[src/hdl/mwm_pkg.sv]
// Package for the multichannel window median unit: payload structs,
// register codes, reset values and field packing helpers.
// No dependencies.
`default_nettype none

package mwm_pkg;

  // sample width and number of sensor fields in one transfer
  localparam int unsigned DataW = 16;
  localparam int unsigned NumSensors = 10;

  // default sizing handed to the top level parameters
  localparam int unsigned WindowDepthDef = 5;
  localparam int unsigned ChannelsDef = 10;

  // configuration register reset values
  localparam logic [2:0]       WlReset = 3'd5;
  localparam logic [DataW-1:0] EmptyReset = 16'd10000;

  // operation codes of an input transfer
  typedef enum logic {
    OP_PUSH  = 1'b0,
    OP_QUERY = 1'b1
  } op_e;

  // register index, taken from paddr bit 2
  typedef enum logic {
    REG_WINDOW_LENGTH = 1'b0,
    REG_EMPTY_VALUE   = 1'b1
  } reg_e;

  typedef logic [NumSensors-1:0][DataW-1:0] sample_arr_t;

  typedef struct packed {
    op_e              opcode;
    logic [DataW-1:0] front_left;
    logic [DataW-1:0] front_center_left;
    logic [DataW-1:0] front_center;
    logic [DataW-1:0] front_center_right;
    logic [DataW-1:0] front_right;
    logic [DataW-1:0] side_left;
    logic [DataW-1:0] side_right;
    logic [DataW-1:0] rear_left;
    logic [DataW-1:0] rear_center;
    logic [DataW-1:0] rear_right;
  } in_item_t;

  typedef struct packed {
    logic             window_was_empty;
    logic [DataW-1:0] med_front_left;
    logic [DataW-1:0] med_front_center_left;
    logic [DataW-1:0] med_front_center;
    logic [DataW-1:0] med_front_center_right;
    logic [DataW-1:0] med_front_right;
    logic [DataW-1:0] med_side_left;
    logic [DataW-1:0] med_side_right;
    logic [DataW-1:0] med_rear_left;
    logic [DataW-1:0] med_rear_center;
    logic [DataW-1:0] med_rear_right;
  } out_item_t;

  // per-cycle commands broadcast to every cell
  typedef struct packed {
    logic push;  // shift a new frame into the chain
    logic load;  // copy own frame into the probe and clear ranks
    logic scan;  // rank against the probe and pass the probe on
  } ctrl_t;

  // sensor fields in channel order
  function automatic sample_arr_t unpack_samples(input in_item_t item);
    sample_arr_t arr;
    arr[0] = item.front_left;
    arr[1] = item.front_center_left;
    arr[2] = item.front_center;
    arr[3] = item.front_center_right;
    arr[4] = item.front_right;
    arr[5] = item.side_left;
    arr[6] = item.side_right;
    arr[7] = item.rear_left;
    arr[8] = item.rear_center;
    arr[9] = item.rear_right;
    return arr;
  endfunction

  // channel medians into the result struct
  function automatic out_item_t pack_medians(input logic empty, input sample_arr_t arr);
    out_item_t item;
    item.window_was_empty       = empty;
    item.med_front_left         = arr[0];
    item.med_front_center_left  = arr[1];
    item.med_front_center       = arr[2];
    item.med_front_center_right = arr[3];
    item.med_front_right        = arr[4];
    item.med_side_left          = arr[5];
    item.med_side_right         = arr[6];
    item.med_rear_left          = arr[7];
    item.med_rear_center        = arr[8];
    item.med_rear_right         = arr[9];
    return item;
  endfunction

endpackage

`default_nettype wire

[src/hdl/mwm_cell.sv]
// One cell of the window chain: holds one frame, a circulating probe and a
// rank counter per channel. Depends on mwm_pkg.
`default_nettype none

module mwm_cell #(
  parameter int unsigned WINDOW_DEPTH = mwm_pkg::WindowDepthDef,
  parameter int unsigned CHANNELS     = mwm_pkg::ChannelsDef,
  parameter int unsigned IDX          = 0,
  localparam int unsigned IdxW        = (WINDOW_DEPTH > 1) ? $clog2(WINDOW_DEPTH) : 1,
  localparam int unsigned CntW        = $clog2(WINDOW_DEPTH + 1)
) (
  input  wire                                     clk_i,
  input  wire mwm_pkg::ctrl_t                     ctrl_i,
  input  wire [CntW-1:0]                          held_i,
  input  wire [CntW-1:0]                          half_i,
  input  wire [CHANNELS-1:0][mwm_pkg::DataW-1:0]  frame_i,
  output logic [CHANNELS-1:0][mwm_pkg::DataW-1:0] frame_o,
  input  wire [CHANNELS-1:0][mwm_pkg::DataW-1:0]  probe_val_i,
  input  wire [IdxW-1:0]                          probe_idx_i,
  output logic [CHANNELS-1:0][mwm_pkg::DataW-1:0] probe_val_o,
  output logic [IdxW-1:0]                         probe_idx_o,
  output logic [CHANNELS-1:0][mwm_pkg::DataW-1:0] sel_o
);

  localparam logic [IdxW-1:0] MyIdx = IdxW'(IDX);
  localparam logic [CntW-1:0] MyPos = CntW'(IDX);

  logic [CHANNELS-1:0][mwm_pkg::DataW-1:0] frame_q;
  logic [CHANNELS-1:0][mwm_pkg::DataW-1:0] probe_val_q;
  logic [IdxW-1:0]                         probe_idx_q;
  logic [CHANNELS-1:0][CntW-1:0]           rank_q;
  logic [CHANNELS-1:0][CntW-1:0]           rank_d;
  logic                                    own_valid;
  logic                                    probe_valid;

  // a slot is held when its age is below the fill count
  assign own_valid   = MyPos < held_i;
  assign probe_valid = CntW'(probe_idx_q) < held_i;

  // count held values that sort ahead of our own, ties broken by slot
  always_comb begin
    for (int c = 0; c < CHANNELS; c++) begin
      rank_d[c] = rank_q[c];
      if (probe_valid && ((probe_val_q[c] < frame_q[c]) ||
                          ((probe_val_q[c] == frame_q[c]) && (probe_idx_q < MyIdx)))) begin
        rank_d[c] = rank_q[c] + CntW'(1);
      end
    end
  end

  // frame shift, probe ring and rank update
  always_ff @(posedge clk_i) begin
    if (ctrl_i.push) begin
      frame_q <= frame_i;
    end
    if (ctrl_i.load) begin
      probe_val_q <= frame_q;
      probe_idx_q <= MyIdx;
      rank_q      <= '0;
    end else if (ctrl_i.scan) begin
      probe_val_q <= probe_val_i;
      probe_idx_q <= probe_idx_i;
      rank_q      <= rank_d;
    end
  end

  // offer own value where it holds the median rank
  always_comb begin
    for (int c = 0; c < CHANNELS; c++) begin
      sel_o[c] = (own_valid && (rank_q[c] == half_i)) ? frame_q[c] : '0;
    end
  end

  assign frame_o     = frame_q;
  assign probe_val_o = probe_val_q;
  assign probe_idx_o = probe_idx_q;

endmodule

`default_nettype wire

[src/hdl/multichannel_window_median_unit.sv]
// Top level of the multichannel window median unit: configuration port,
// sequencer, chain of window cells and result register.
// Depends on mwm_pkg and mwm_cell.
//
// Usage
// - Input channel (in_valid_i/in_ready_o/in_data_i): a push transfer shifts a
//   frame of distance samples into the window; a query transfer asks for the
//   per-channel median of the frames held.
// - Output channel (out_valid_o/out_ready_i/out_data_o): one result per query.
// - A push does not leave the idle state, and the next transfer may follow at once.
// - A query passes through the sequencer states in order: it loads the probe
//   ring, then scans while every frame's probe travels once round the chain of
//   cells, then picks and registers the median once the output register is
//   free.
// - A finished result waits in the output register; new pushes are taken
//   meanwhile, and a later query holds its result until the register is free.
// - Reset empties the window and sets window_length 5, empty_value 10000.
//   Writing window_length also empties the window.
// - APB: pready is always high; window_length at 0x0, empty_value at 0x4.
`default_nettype none

module multichannel_window_median_unit #(
  parameter int unsigned WINDOW_DEPTH = mwm_pkg::WindowDepthDef,
  parameter int unsigned CHANNELS     = mwm_pkg::ChannelsDef
) (
  input  wire                clk_i,
  input  wire                rst_ni,
  input  wire                in_valid_i,
  output logic               in_ready_o,
  input  wire mwm_pkg::in_item_t  in_data_i,
  output logic               out_valid_o,
  input  wire                out_ready_i,
  output mwm_pkg::out_item_t out_data_o,
  input  wire                psel,
  input  wire                penable,
  input  wire                pwrite,
  input  wire  [2:0]         paddr,
  input  wire  [31:0]        pwdata,
  output logic [31:0]        prdata,
  output logic               pready
);

  localparam int unsigned IdxW = (WINDOW_DEPTH > 1) ? $clog2(WINDOW_DEPTH) : 1;
  localparam int unsigned CntW = $clog2(WINDOW_DEPTH + 1);
  localparam int unsigned DW   = mwm_pkg::DataW;

  typedef enum logic [1:0] {
    ST_IDLE,
    ST_LOAD,
    ST_SCAN,
    ST_DONE
  } state_e;

  state_e                 state_q;
  logic [IdxW-1:0]        cnt_q;
  logic [CntW-1:0]        held_q;
  logic [2:0]             wl_q;
  logic [DW-1:0]          empty_q;
  logic                   out_valid_q;
  mwm_pkg::out_item_t     out_q;
  mwm_pkg::out_item_t     out_d;

  logic                   cfg_wr;
  logic                   wl_wr;
  logic                   in_xfer;
  logic                   out_xfer;
  logic                   push_xfer;
  logic                   query_xfer;
  logic                   last_scan;
  logic                   out_free;
  logic [CntW-1:0]        wl_eff;
  logic [CntW-1:0]        half;
  mwm_pkg::ctrl_t         ctrl;
  mwm_pkg::sample_arr_t   in_arr;
  mwm_pkg::sample_arr_t   med_arr;

  logic [WINDOW_DEPTH-1:0][CHANNELS-1:0][DW-1:0] frame_w;
  logic [WINDOW_DEPTH-1:0][CHANNELS-1:0][DW-1:0] probe_val_w;
  logic [WINDOW_DEPTH-1:0][IdxW-1:0]             probe_idx_w;
  logic [WINDOW_DEPTH-1:0][CHANNELS-1:0][DW-1:0] sel_w;
  logic [CHANNELS-1:0][DW-1:0]                   new_frame;

  // handshakes
  assign cfg_wr     = psel && penable && pwrite && pready;
  assign wl_wr      = cfg_wr && (mwm_pkg::reg_e'(paddr[2]) == mwm_pkg::REG_WINDOW_LENGTH);
  assign in_ready_o = (state_q == ST_IDLE);
  assign in_xfer    = in_valid_i && in_ready_o;
  assign out_xfer   = out_valid_q && out_ready_i;
  assign push_xfer  = in_xfer && (in_data_i.opcode == mwm_pkg::OP_PUSH);
  assign query_xfer = in_xfer && (in_data_i.opcode == mwm_pkg::OP_QUERY);
  assign last_scan  = (cnt_q == IdxW'(WINDOW_DEPTH - 1));
  assign out_free   = !out_valid_q || out_ready_i;

  // register readback
  assign pready = 1'b1;
  always_comb begin
    case (mwm_pkg::reg_e'(paddr[2]))
      mwm_pkg::REG_WINDOW_LENGTH: prdata = {29'd0, wl_q};
      mwm_pkg::REG_EMPTY_VALUE:   prdata = {16'd0, empty_q};
      default:                    prdata = '0;
    endcase
  end

  // effective window length, out-of-range values clamped
  always_comb begin
    if (wl_q == 3'd0) begin
      wl_eff = CntW'(1);
    end else if (32'(wl_q) > WINDOW_DEPTH) begin
      wl_eff = CntW'(WINDOW_DEPTH);
    end else begin
      wl_eff = CntW'(wl_q);
    end
  end

  assign half = held_q >> 1;

  // cell commands
  always_comb begin
    ctrl.push = push_xfer;
    ctrl.load = (state_q == ST_LOAD);
    ctrl.scan = (state_q == ST_SCAN);
  end

  // incoming frame for the head cell
  assign in_arr = mwm_pkg::unpack_samples(in_data_i);
  always_comb begin
    for (int c = 0; c < CHANNELS; c++) begin
      new_frame[c] = in_arr[c];
    end
  end

  // chain of cells, frames shift forward, probes circulate as a ring
  for (genvar k = 0; k < WINDOW_DEPTH; k++) begin : g_cell
    localparam int unsigned Prev = (k == 0) ? WINDOW_DEPTH - 1 : k - 1;
    mwm_cell #(
      .WINDOW_DEPTH(WINDOW_DEPTH),
      .CHANNELS    (CHANNELS),
      .IDX         (k)
    ) u_cell (
      .clk_i      (clk_i),
      .ctrl_i     (ctrl),
      .held_i     (held_q),
      .half_i     (half),
      .frame_i    ((k == 0) ? new_frame : frame_w[Prev]),
      .frame_o    (frame_w[k]),
      .probe_val_i(probe_val_w[Prev]),
      .probe_idx_i(probe_idx_w[Prev]),
      .probe_val_o(probe_val_w[k]),
      .probe_idx_o(probe_idx_w[k]),
      .sel_o      (sel_w[k])
    );
  end

  // merge the cell offers, exactly one held cell per channel matches; an empty window gives empty_value
  always_comb begin
    med_arr = '0;
    for (int c = 0; c < CHANNELS; c++) begin
      for (int k = 0; k < WINDOW_DEPTH; k++) begin
        med_arr[c] = med_arr[c] | sel_w[k][c];
      end
      if (held_q == '0) begin
        med_arr[c] = empty_q;
      end
    end
    out_d = mwm_pkg::pack_medians(held_q == '0, med_arr);
  end

  // sequencer, window fill count, configuration and output valid
  always_ff @(posedge clk_i or negedge rst_ni) begin
    if (!rst_ni) begin
      state_q     <= ST_IDLE;
      cnt_q       <= '0;
      held_q      <= '0;
      wl_q        <= mwm_pkg::WlReset;
      empty_q     <= mwm_pkg::EmptyReset;
      out_valid_q <= 1'b0;
    end else begin
      // a result leaving frees the register unless the next one lands at once
      if (out_xfer && (state_q != ST_DONE)) begin
        out_valid_q <= 1'b0;
      end
      case (state_q)
        ST_IDLE: begin
          if (query_xfer) begin
            state_q <= ST_LOAD;
          end
        end
        ST_LOAD: begin
          cnt_q   <= '0;
          state_q <= ST_SCAN;
        end
        ST_SCAN: begin
          cnt_q <= cnt_q + IdxW'(1);
          if (last_scan) begin
            state_q <= ST_DONE;
          end
        end
        ST_DONE: begin
          if (out_free) begin
            out_valid_q <= 1'b1;
            state_q     <= ST_IDLE;
          end
        end
        default: begin
          state_q <= ST_IDLE;
        end
      endcase
      // a window length write empties the window and wins over a push
      if (push_xfer && !wl_wr) begin
        held_q <= (held_q >= wl_eff) ? wl_eff : held_q + CntW'(1);
      end
      if (cfg_wr) begin
        case (mwm_pkg::reg_e'(paddr[2]))
          mwm_pkg::REG_WINDOW_LENGTH: begin
            wl_q   <= pwdata[2:0];
            held_q <= '0;
          end
          mwm_pkg::REG_EMPTY_VALUE: begin
            empty_q <= pwdata[DW-1:0];
          end
          default: begin
            wl_q <= wl_q;
          end
        endcase
      end
    end
  end

  // result register
  always_ff @(posedge clk_i) begin
    if ((state_q == ST_DONE) && out_free) begin
      out_q <= out_d;
    end
  end

  assign out_valid_o = out_valid_q;
  assign out_data_o  = out_q;

  // fill count never passes the effective window length
  assert property (@(posedge clk_i) disable iff (!rst_ni)
    held_q <= wl_eff)
    else $error("window fill count above window length");

  // a query starts the probe load in the next cycle
  assert property (@(posedge clk_i) disable iff (!rst_ni)
    query_xfer |=> (state_q == ST_LOAD))
    else $error("query transfer did not start the probe load");

  // the scan always starts from the first ring step
  assert property (@(posedge clk_i) disable iff (!rst_ni)
    (state_q == ST_LOAD) |=> ((state_q == ST_SCAN) && (cnt_q == '0)))
    else $error("scan did not start at step zero");

  // a push with no register write into a window that is not full grows it by one frame
  assert property (@(posedge clk_i) disable iff (!rst_ni)
    (push_xfer && !cfg_wr && (held_q < wl_eff)) |=> (held_q == $past(held_q) + CntW'(1)))
    else $error("push did not grow the window");

  // a finished query with room in the result register shows a result
  assert property (@(posedge clk_i) disable iff (!rst_ni)
    ((state_q == ST_DONE) && out_free) |=> out_valid_o)
    else $error("finished query left no result");

endmodule

`default_nettype wire
[config.mk]
export PLATFORM = sky130hd
export DESIGN_NAME = multichannel_window_median_unit
export DESIGN_NICKNAME = d
export VERILOG_FILES = /design/src/hdl/mwm_pkg.sv /design/src/hdl/mwm_cell.sv /design/src/hdl/multichannel_window_median_unit.sv
export SDC_FILE = /design/constraint.sdc
export NUM_CORES = 2
export LEC_CHECK = 0
export BUFFER_PORTS_ARGS = -buffer_cell sky130_fd_sc_hd__buf_2
export CAP_MARGIN = 10
export CORE_MARGIN = 8
export CORE_UTILIZATION = 69
export CTS_BUF_LIST = sky130_fd_sc_hd__clkbuf_4 sky130_fd_sc_hd__clkbuf_8
export DETAILED_ROUTE_END_ITERATION = 6
export PLACE_DENSITY = 0.88
export SLEW_MARGIN = 20
export SYNTH_ARGS = -nofsm -noshare
export SYNTH_HDL_FRONTEND = slang
export SYNTH_SLANG_ARGS = --single-unit
[constraint.sdc]
create_clock -name clk_i -period 58.3 [get_ports clk_i]
set_input_delay 8.745 -clock clk_i [delete_from_list [all_inputs] [get_ports clk_i]]
set_output_delay 8.745 -clock clk_i [all_outputs]
set_load 0.1 [all_outputs]
Word-level counts from Yosys, hierarchy flattened
Cells that the tools add are included.
Operators by class
  add/sub/neg operators: 52
  $lt $le $gt $ge: 67
  eq/ne operators: 108
  muxes and demuxes: 85
  bitwise gates (word level): 42
  reduce and logical (&&, ||, !) cells: 270
Operator list (count)
  $mux W160: 10
  $mux W16: 60
  $eq A16 B16 Y1: 50
  $lt A16 B16 Y1: 50
  $or A16 B16 Y16: 40
  $logic_and A1 B1 Y1: 160
  $add A3 B1 Y3 const B: 52
  $eq A3 B2 Y1: 50
  $reduce_and A2 Y1: 52
  $pmux W32 S2: 1
  $logic_or A1 B1 Y1: 51
  $mux W3: 6
  $lt A3 B3 Y1: 5
  $pmux W2 S4: 1
  $logic_not A3 Y1: 2
  $lt A1 B3 Y1 const A: 2
  $lt A2 B3 Y1 const A: 2
  $lt A3 B1 Y1 const B: 2
  $lt A3 B2 Y1 const B: 2
  $mux W2: 3
  $ne A2 B2 Y1 const B: 3
  $pmux W3 S2: 1
  $eq A2 B2 Y1 const B: 2
  $eq A3 B3 Y1 const B: 1
  other kinds (12): 16
Storage, ports and cells
  flip-flop bits (word level): 1954
  input bits: 203

Logic depth before layout (Yosys ltp)
  depth after elaboration: 8
  gate-level depth with buffers: 10
  mapped depth without buffers: 10

By module
A second synthesis with hierarchy kept.
Second synthesis, totals
  cells, all modules: 8146
  area, all modules: 103126.4 sq um
Modules (own cells, without submodules)
  mwm_cell at g_cell[4].u_cell: instances 1, cells each 1493, area each 18875.6 sq um, seq. area each 10269.8 sq um
  mwm_cell at g_cell[2].u_cell: instances 1, cells each 1453, area each 18826.8 sq um, seq. area each 10269.8 sq um
  mwm_cell at g_cell[3].u_cell: instances 1, cells each 1501, area each 18766.7 sq um, seq. area each 10269.8 sq um
  mwm_cell at g_cell[0].u_cell: instances 1, cells each 1412, area each 18516.5 sq um, seq. area each 10269.8 sq um
  mwm_cell at g_cell[1].u_cell: instances 1, cells each 1461, area each 18514.0 sq um, seq. area each 10269.8 sq um
  multichannel_window_median_unit: instances 1, cells each 826, area each 9626.7 sq um, seq. area each 5544.1 sq um

Worst setup path before layout
No wires, ideal clock.
  kind: input-to-reg
  start: input port in_valid_i
  end: register held_q[2]
  library setup time: 0.176 ns
  data arrival time: 26.521 ns
  required time: 58.124 ns
  slack: 31.603 ns
  stages: 6
  path buffers: 0
  path through: nand2_1 -> or2_2 -> inv_1 -> o21ai_0 -> a22oi_1 -> nor2_1
On the way
  longest elaborated chain between the ends: 6
Ends and longest elaborated chain
  start, declared: RTL line multichannel_window_median_unit.sv:28  | input wire in_valid_i,
  $logic_and A1 B1 Y1 (*): RTL line multichannel_window_median_unit.sv:87  | assign in_xfer = in_valid_i && in_ready_o;
  $logic_and A1 B1 Y1 (*): RTL line multichannel_window_median_unit.sv:89  | assign push_xfer = in_xfer && (in_data_i.opcode == mwm_pkg::OP_PUSH);
  named net push_xfer: RTL line multichannel_window_median_unit.sv:67  | logic push_xfer;
  $logic_and A1 B1 Y1 (*): RTL line multichannel_window_median_unit.sv:209  | if (push_xfer && !wl_wr) begin
  $mux W3 (*): RTL line multichannel_window_median_unit.sv:209
  $mux W3: RTL line multichannel_window_median_unit.sv:213  | case (mwm_pkg::reg_e'(paddr[2]))
  $mux W3 (*): RTL line multichannel_window_median_unit.sv:212  | if (cfg_wr) begin
  end signal, assigned: RTL line multichannel_window_median_unit.sv:210  | held_q <= (held_q >= wl_eff) ? wl_eff : held_q + CntW'(1);
  end, declared: RTL line multichannel_window_median_unit.sv:56  | logic [CntW-1:0] held_q;
The timed path passes the listed nets; every way through them passes the cells marked *.
A chain may end at the register's enable or synchronous reset.

Worst setup path in the final report
  start: input port paddr[2]
  end: output port prdata[0]
On the way
  longest elaborated chain between the ends: 2
Ends and longest elaborated chain
  start, declared: RTL line multichannel_window_median_unit.sv:37  | input wire [2:0] paddr,
  $not A1 Y1 (no line)
  $pmux W32 S2 (*): RTL line multichannel_window_median_unit.sv:97  | case (mwm_pkg::reg_e'(paddr[2]))
  end, declared: RTL line multichannel_window_median_unit.sv:39  | output logic [31:0] prdata,
Every way passes the cells marked *; elsewhere a longest branch is shown, timed or not. The select of a mux whose other input is x is not followed.

==> key figures <==
Drt
  • Overall via count from detail_route: between 60000 and 70000
  • Antenna viol nets, final: 0
  • WL per Instance: 25.3 um
  • DRT Pass-1 Iters: 7
  • Initial DRC Count: 7865
  • Vias per cell: between 6 and 7
  • Routed Wire Length: between 200 and 300 mm
  • DRC: 0

Synth
  • Synth unique cells: 79
  • Post-synth EDFFs: ~1800
  • Top_reg_cell synth: edfxtp_1
  • Post-Synthesis Cells: around 7700
  • FFs w/ async S/R, synth: 0.0143
  • Yosys reg bits: ~2000
  • Synth warnings: 0
  • Syn avg cell area: ~13 um2
  • Mapped cell area: ~100000 um2
  • Seq/Total Area, Yosys: 0.581

Final layout
  • Layout Cells excl Fill: between 10000 and 15000
  • Area Overhead vs Synth: 10.9%
  • Most frequent cells in the layout: edfxtp_1 (1761), inv_1 (865), ha_1 (859)
  • Commonest non-fill, non-tap cell in the layout: edfxtp_1
  • Fin util: 0.769
  • Layout net count: about 9300
  • Layout cells sized above 1: 0.220

Power and ir drop
  • Leakage Power: approximately 42 nW
  • Internal Power: between 0.003 and 0.004 W
  • Combinational share of power: 0.419
  • Pwr/cell area: 60.8 nW/um2
  • Net Sw Power: roughly 0.0027 W
  • Seq pwr share: 0.397
  • Sw Ratio: 0.409
  • Total power: roughly 0.0066 W
  • Clk network pwr share: 0.183
  • Peak VDD IR: 0.0903 mV

Timing
  • Worst-margin pin slew: around 1300 ps
  • Endpoints failing setup: 0
  • Setup TNS: 0 ps
  • Final hold viol count: 0
  • RSZ-0062 raised after global routing: false
  • Max Clock Freq: ~54 MHz
  • Pins Over Slew Limit: 0
  • Shortest period the worst path allows: roughly 18000 ps
  • Worst Skew: ~71 ps
  • Slew headroom: 0.102
  • Final worst-path cycle share: 0.316

Clocking
  • Total CTS buffers: 330
  • Resize count post-CTS: 0
  • Clock buffer depth: 4
  • Hold buffer count at CTS: 0
  • Clock latency at the later pin of the worst-skew pair: slightly above 1000 ps
  • Setup bufs post-CTS: 0
  • Clock slew at reported path FFs: 60 ps
  • Clk root buf: clkbuf_8
  • CTS tree: yes
  • H-tree depth: 5
  • Sink Count: 1954

Place
  • Hpwl dp: 171 mm
  • Routability Congestion: slightly above 0.9
  • DP Cell Count: approximately 9800
  • Number of port buffers: ~360

Critical path
  • Crit Path Class: in2out
  • CP endpoint kind: primary output
  • RR Startpoint: state_q[0]$_DFFE_PN0P_
  • Beginning of the critical path: paddr[2]
  • Maximum fanout along the worst path: 19
  • Worst setup SP type: input pin
  • WP data required: about 50000 ps
  • Arrival time worst endpoint: approximately 9700 ps

Floorplan
  • Num ports: ~400
  • Core Box Area: approximately 140000 um2
  • Num rows: around 140
  • Die Wd: roughly 390 um
  • Initial Util: 0.693
  • Die height: slightly below 400 um
  • Die Footprint: roughly 150000 um2

Global routing
  • Total track usage: 0.330
  • Vias in the first global route: ~70000
  • Initial antenna violation count: 18
  • Largest net degree at the start of global routing: a little under 200
  • First-pass GRT wire length: ~390 mm
  • Overflow left after global routing: 0

Worst hold path
  • Worst Hold Class: reg2reg
  • Hold Startpoint: g_cell[1].u_cell.frame_o[63]$_DFFE_PP_

Outcome
  • Status: finished, final reports clean

Run
  • MaxCap Viol Count: 0
-- cells by family after synthesis --
| family | Yosys count | share of synthesized area |
|---|---|---|
| AOI/OAI and AO/OA | 1326 | 0.0913 |
| other | 2 | 0.0000767 |
| adders and majority gates | 861 | 0.110 |
| buffers and inverters | 1120 | 0.0442 |
| xor gates and xnor gates | 50 | 0.00447 |
| and+or+nand+nor | 1522 | 0.0749 |
| DFF | 1954 | 0.581 |
| muxes | 823 | 0.0942 |
-- power by group through the flow --
stage / registers, W / clock network [W] / logic, W
floorplan: 0.00318 / 0 / 0.00160
global placement: 0.00259 / 0 / 0.00259
CTS: 0.00261 / 0.00122 / 0.00273
finish: 0.00262 / 0.00121 / 0.00277
detailed placement: 0.00263 / 0 / 0.00269
global route: 0.00266 / 0.00128 / 0.00294
-- cells in the mapped netlist (all sizes together), types with 18 or more instances --
cell type  number  share of area
inv           869          0.033
nand2b         44         0.0028
nor4           50         0.0038
a21oi         438          0.023
mux2i          37         0.0038
edfxtp       1761           0.54
o211ai         31         0.0024
mux2          786          0.090
dfrtp          21         0.0054
ha            861           0.11
nand3          56         0.0029
buf            54         0.0033
a31oi          28         0.0018
clkbuf        195         0.0076
o21a           63         0.0048
nand2         781          0.030
nor3b          32         0.0025
o21ai         202          0.010
nand4         145         0.0093
dfxtp         165          0.034
a221oi        164          0.015
a21o           60         0.0046
a41oi         160          0.014
nand3b         33         0.0025
o31ai          27         0.0021
nor2          163         0.0063
or3            48         0.0031
or4            32         0.0025
nor2b          43         0.0027
nor3           38         0.0024
and2           18         0.0012
xnor2          40         0.0036
a211oi         27         0.0021
-- state kept, by name (all words and copies together) (netlist names) --
signal and count:
cnt_q 3, empty_q 16, g_cell.u_cell.frame_o 800, g_cell.u_cell.probe_idx_o 15, g_cell.u_cell.probe_val_o 800, g_cell.u_cell.rank_q 150
held_q 3, out_data_o 161, out_valid_o 1, state_q 2, wl_q 3
-- per-layer routing --
layer,GRT usage,vias to the layer above,routed length [um]
li1,-,29787,-
met1,0.410,32534,93400
met2,0.524,4021,121000
met3,0.0756,938,28000
met4,0.211,18,18700
met5,0,-,115
-- critical path, cell delays in order --
cell	delay (ps)
buf_2	260
mux2_2	390
buf_2	290
-- cell type report --
cell class              instances  area, um2
clock inverters                97        644
flip-flops and latches       1954      56900
clock buffers                 463       5700
fillers                      8098      32600
repair buffers                460       2600
multi-input cells            4599      37100
well taps                    1890       2360
inverters                     871       3280
diodes                          7       17.5
-- final timing paths --
kind | end | slack [ps] | depth (start not counted)
worst max-delay path | prdata[0] | 39860 | 3
worst min-delay path | g_cell[2].u_cell.frame_o[63]$_DFFE_PP_ | 470 | 0
worst max register to register | g_cell[4].u_cell.probe_val_o[77]$_DFFE_PP_ | 52540 | 6
worst min register to register | g_cell[2].u_cell.frame_o[63]$_DFFE_PP_ | 470 | 0
max in group asynchronous | held_q[1]$_DFF_PN0_ | 49930 | 1
min in group asynchronous | empty_q[11]$_DFFE_PN0P_ | 7800 | 1
-- stage by stage --
stage,worst slack (ps),area [um2],hold WS (ps)
6_report,39860,109000,466
5_1_grt,39840,109000,487
3_3_place_gp,39900,102000,459
4_1_cts,39870,109000,459
2_1_floorplan,31600,98000,452
3_5_place_dp,39880,102000,471
Power figures use the tool's default switching activity.
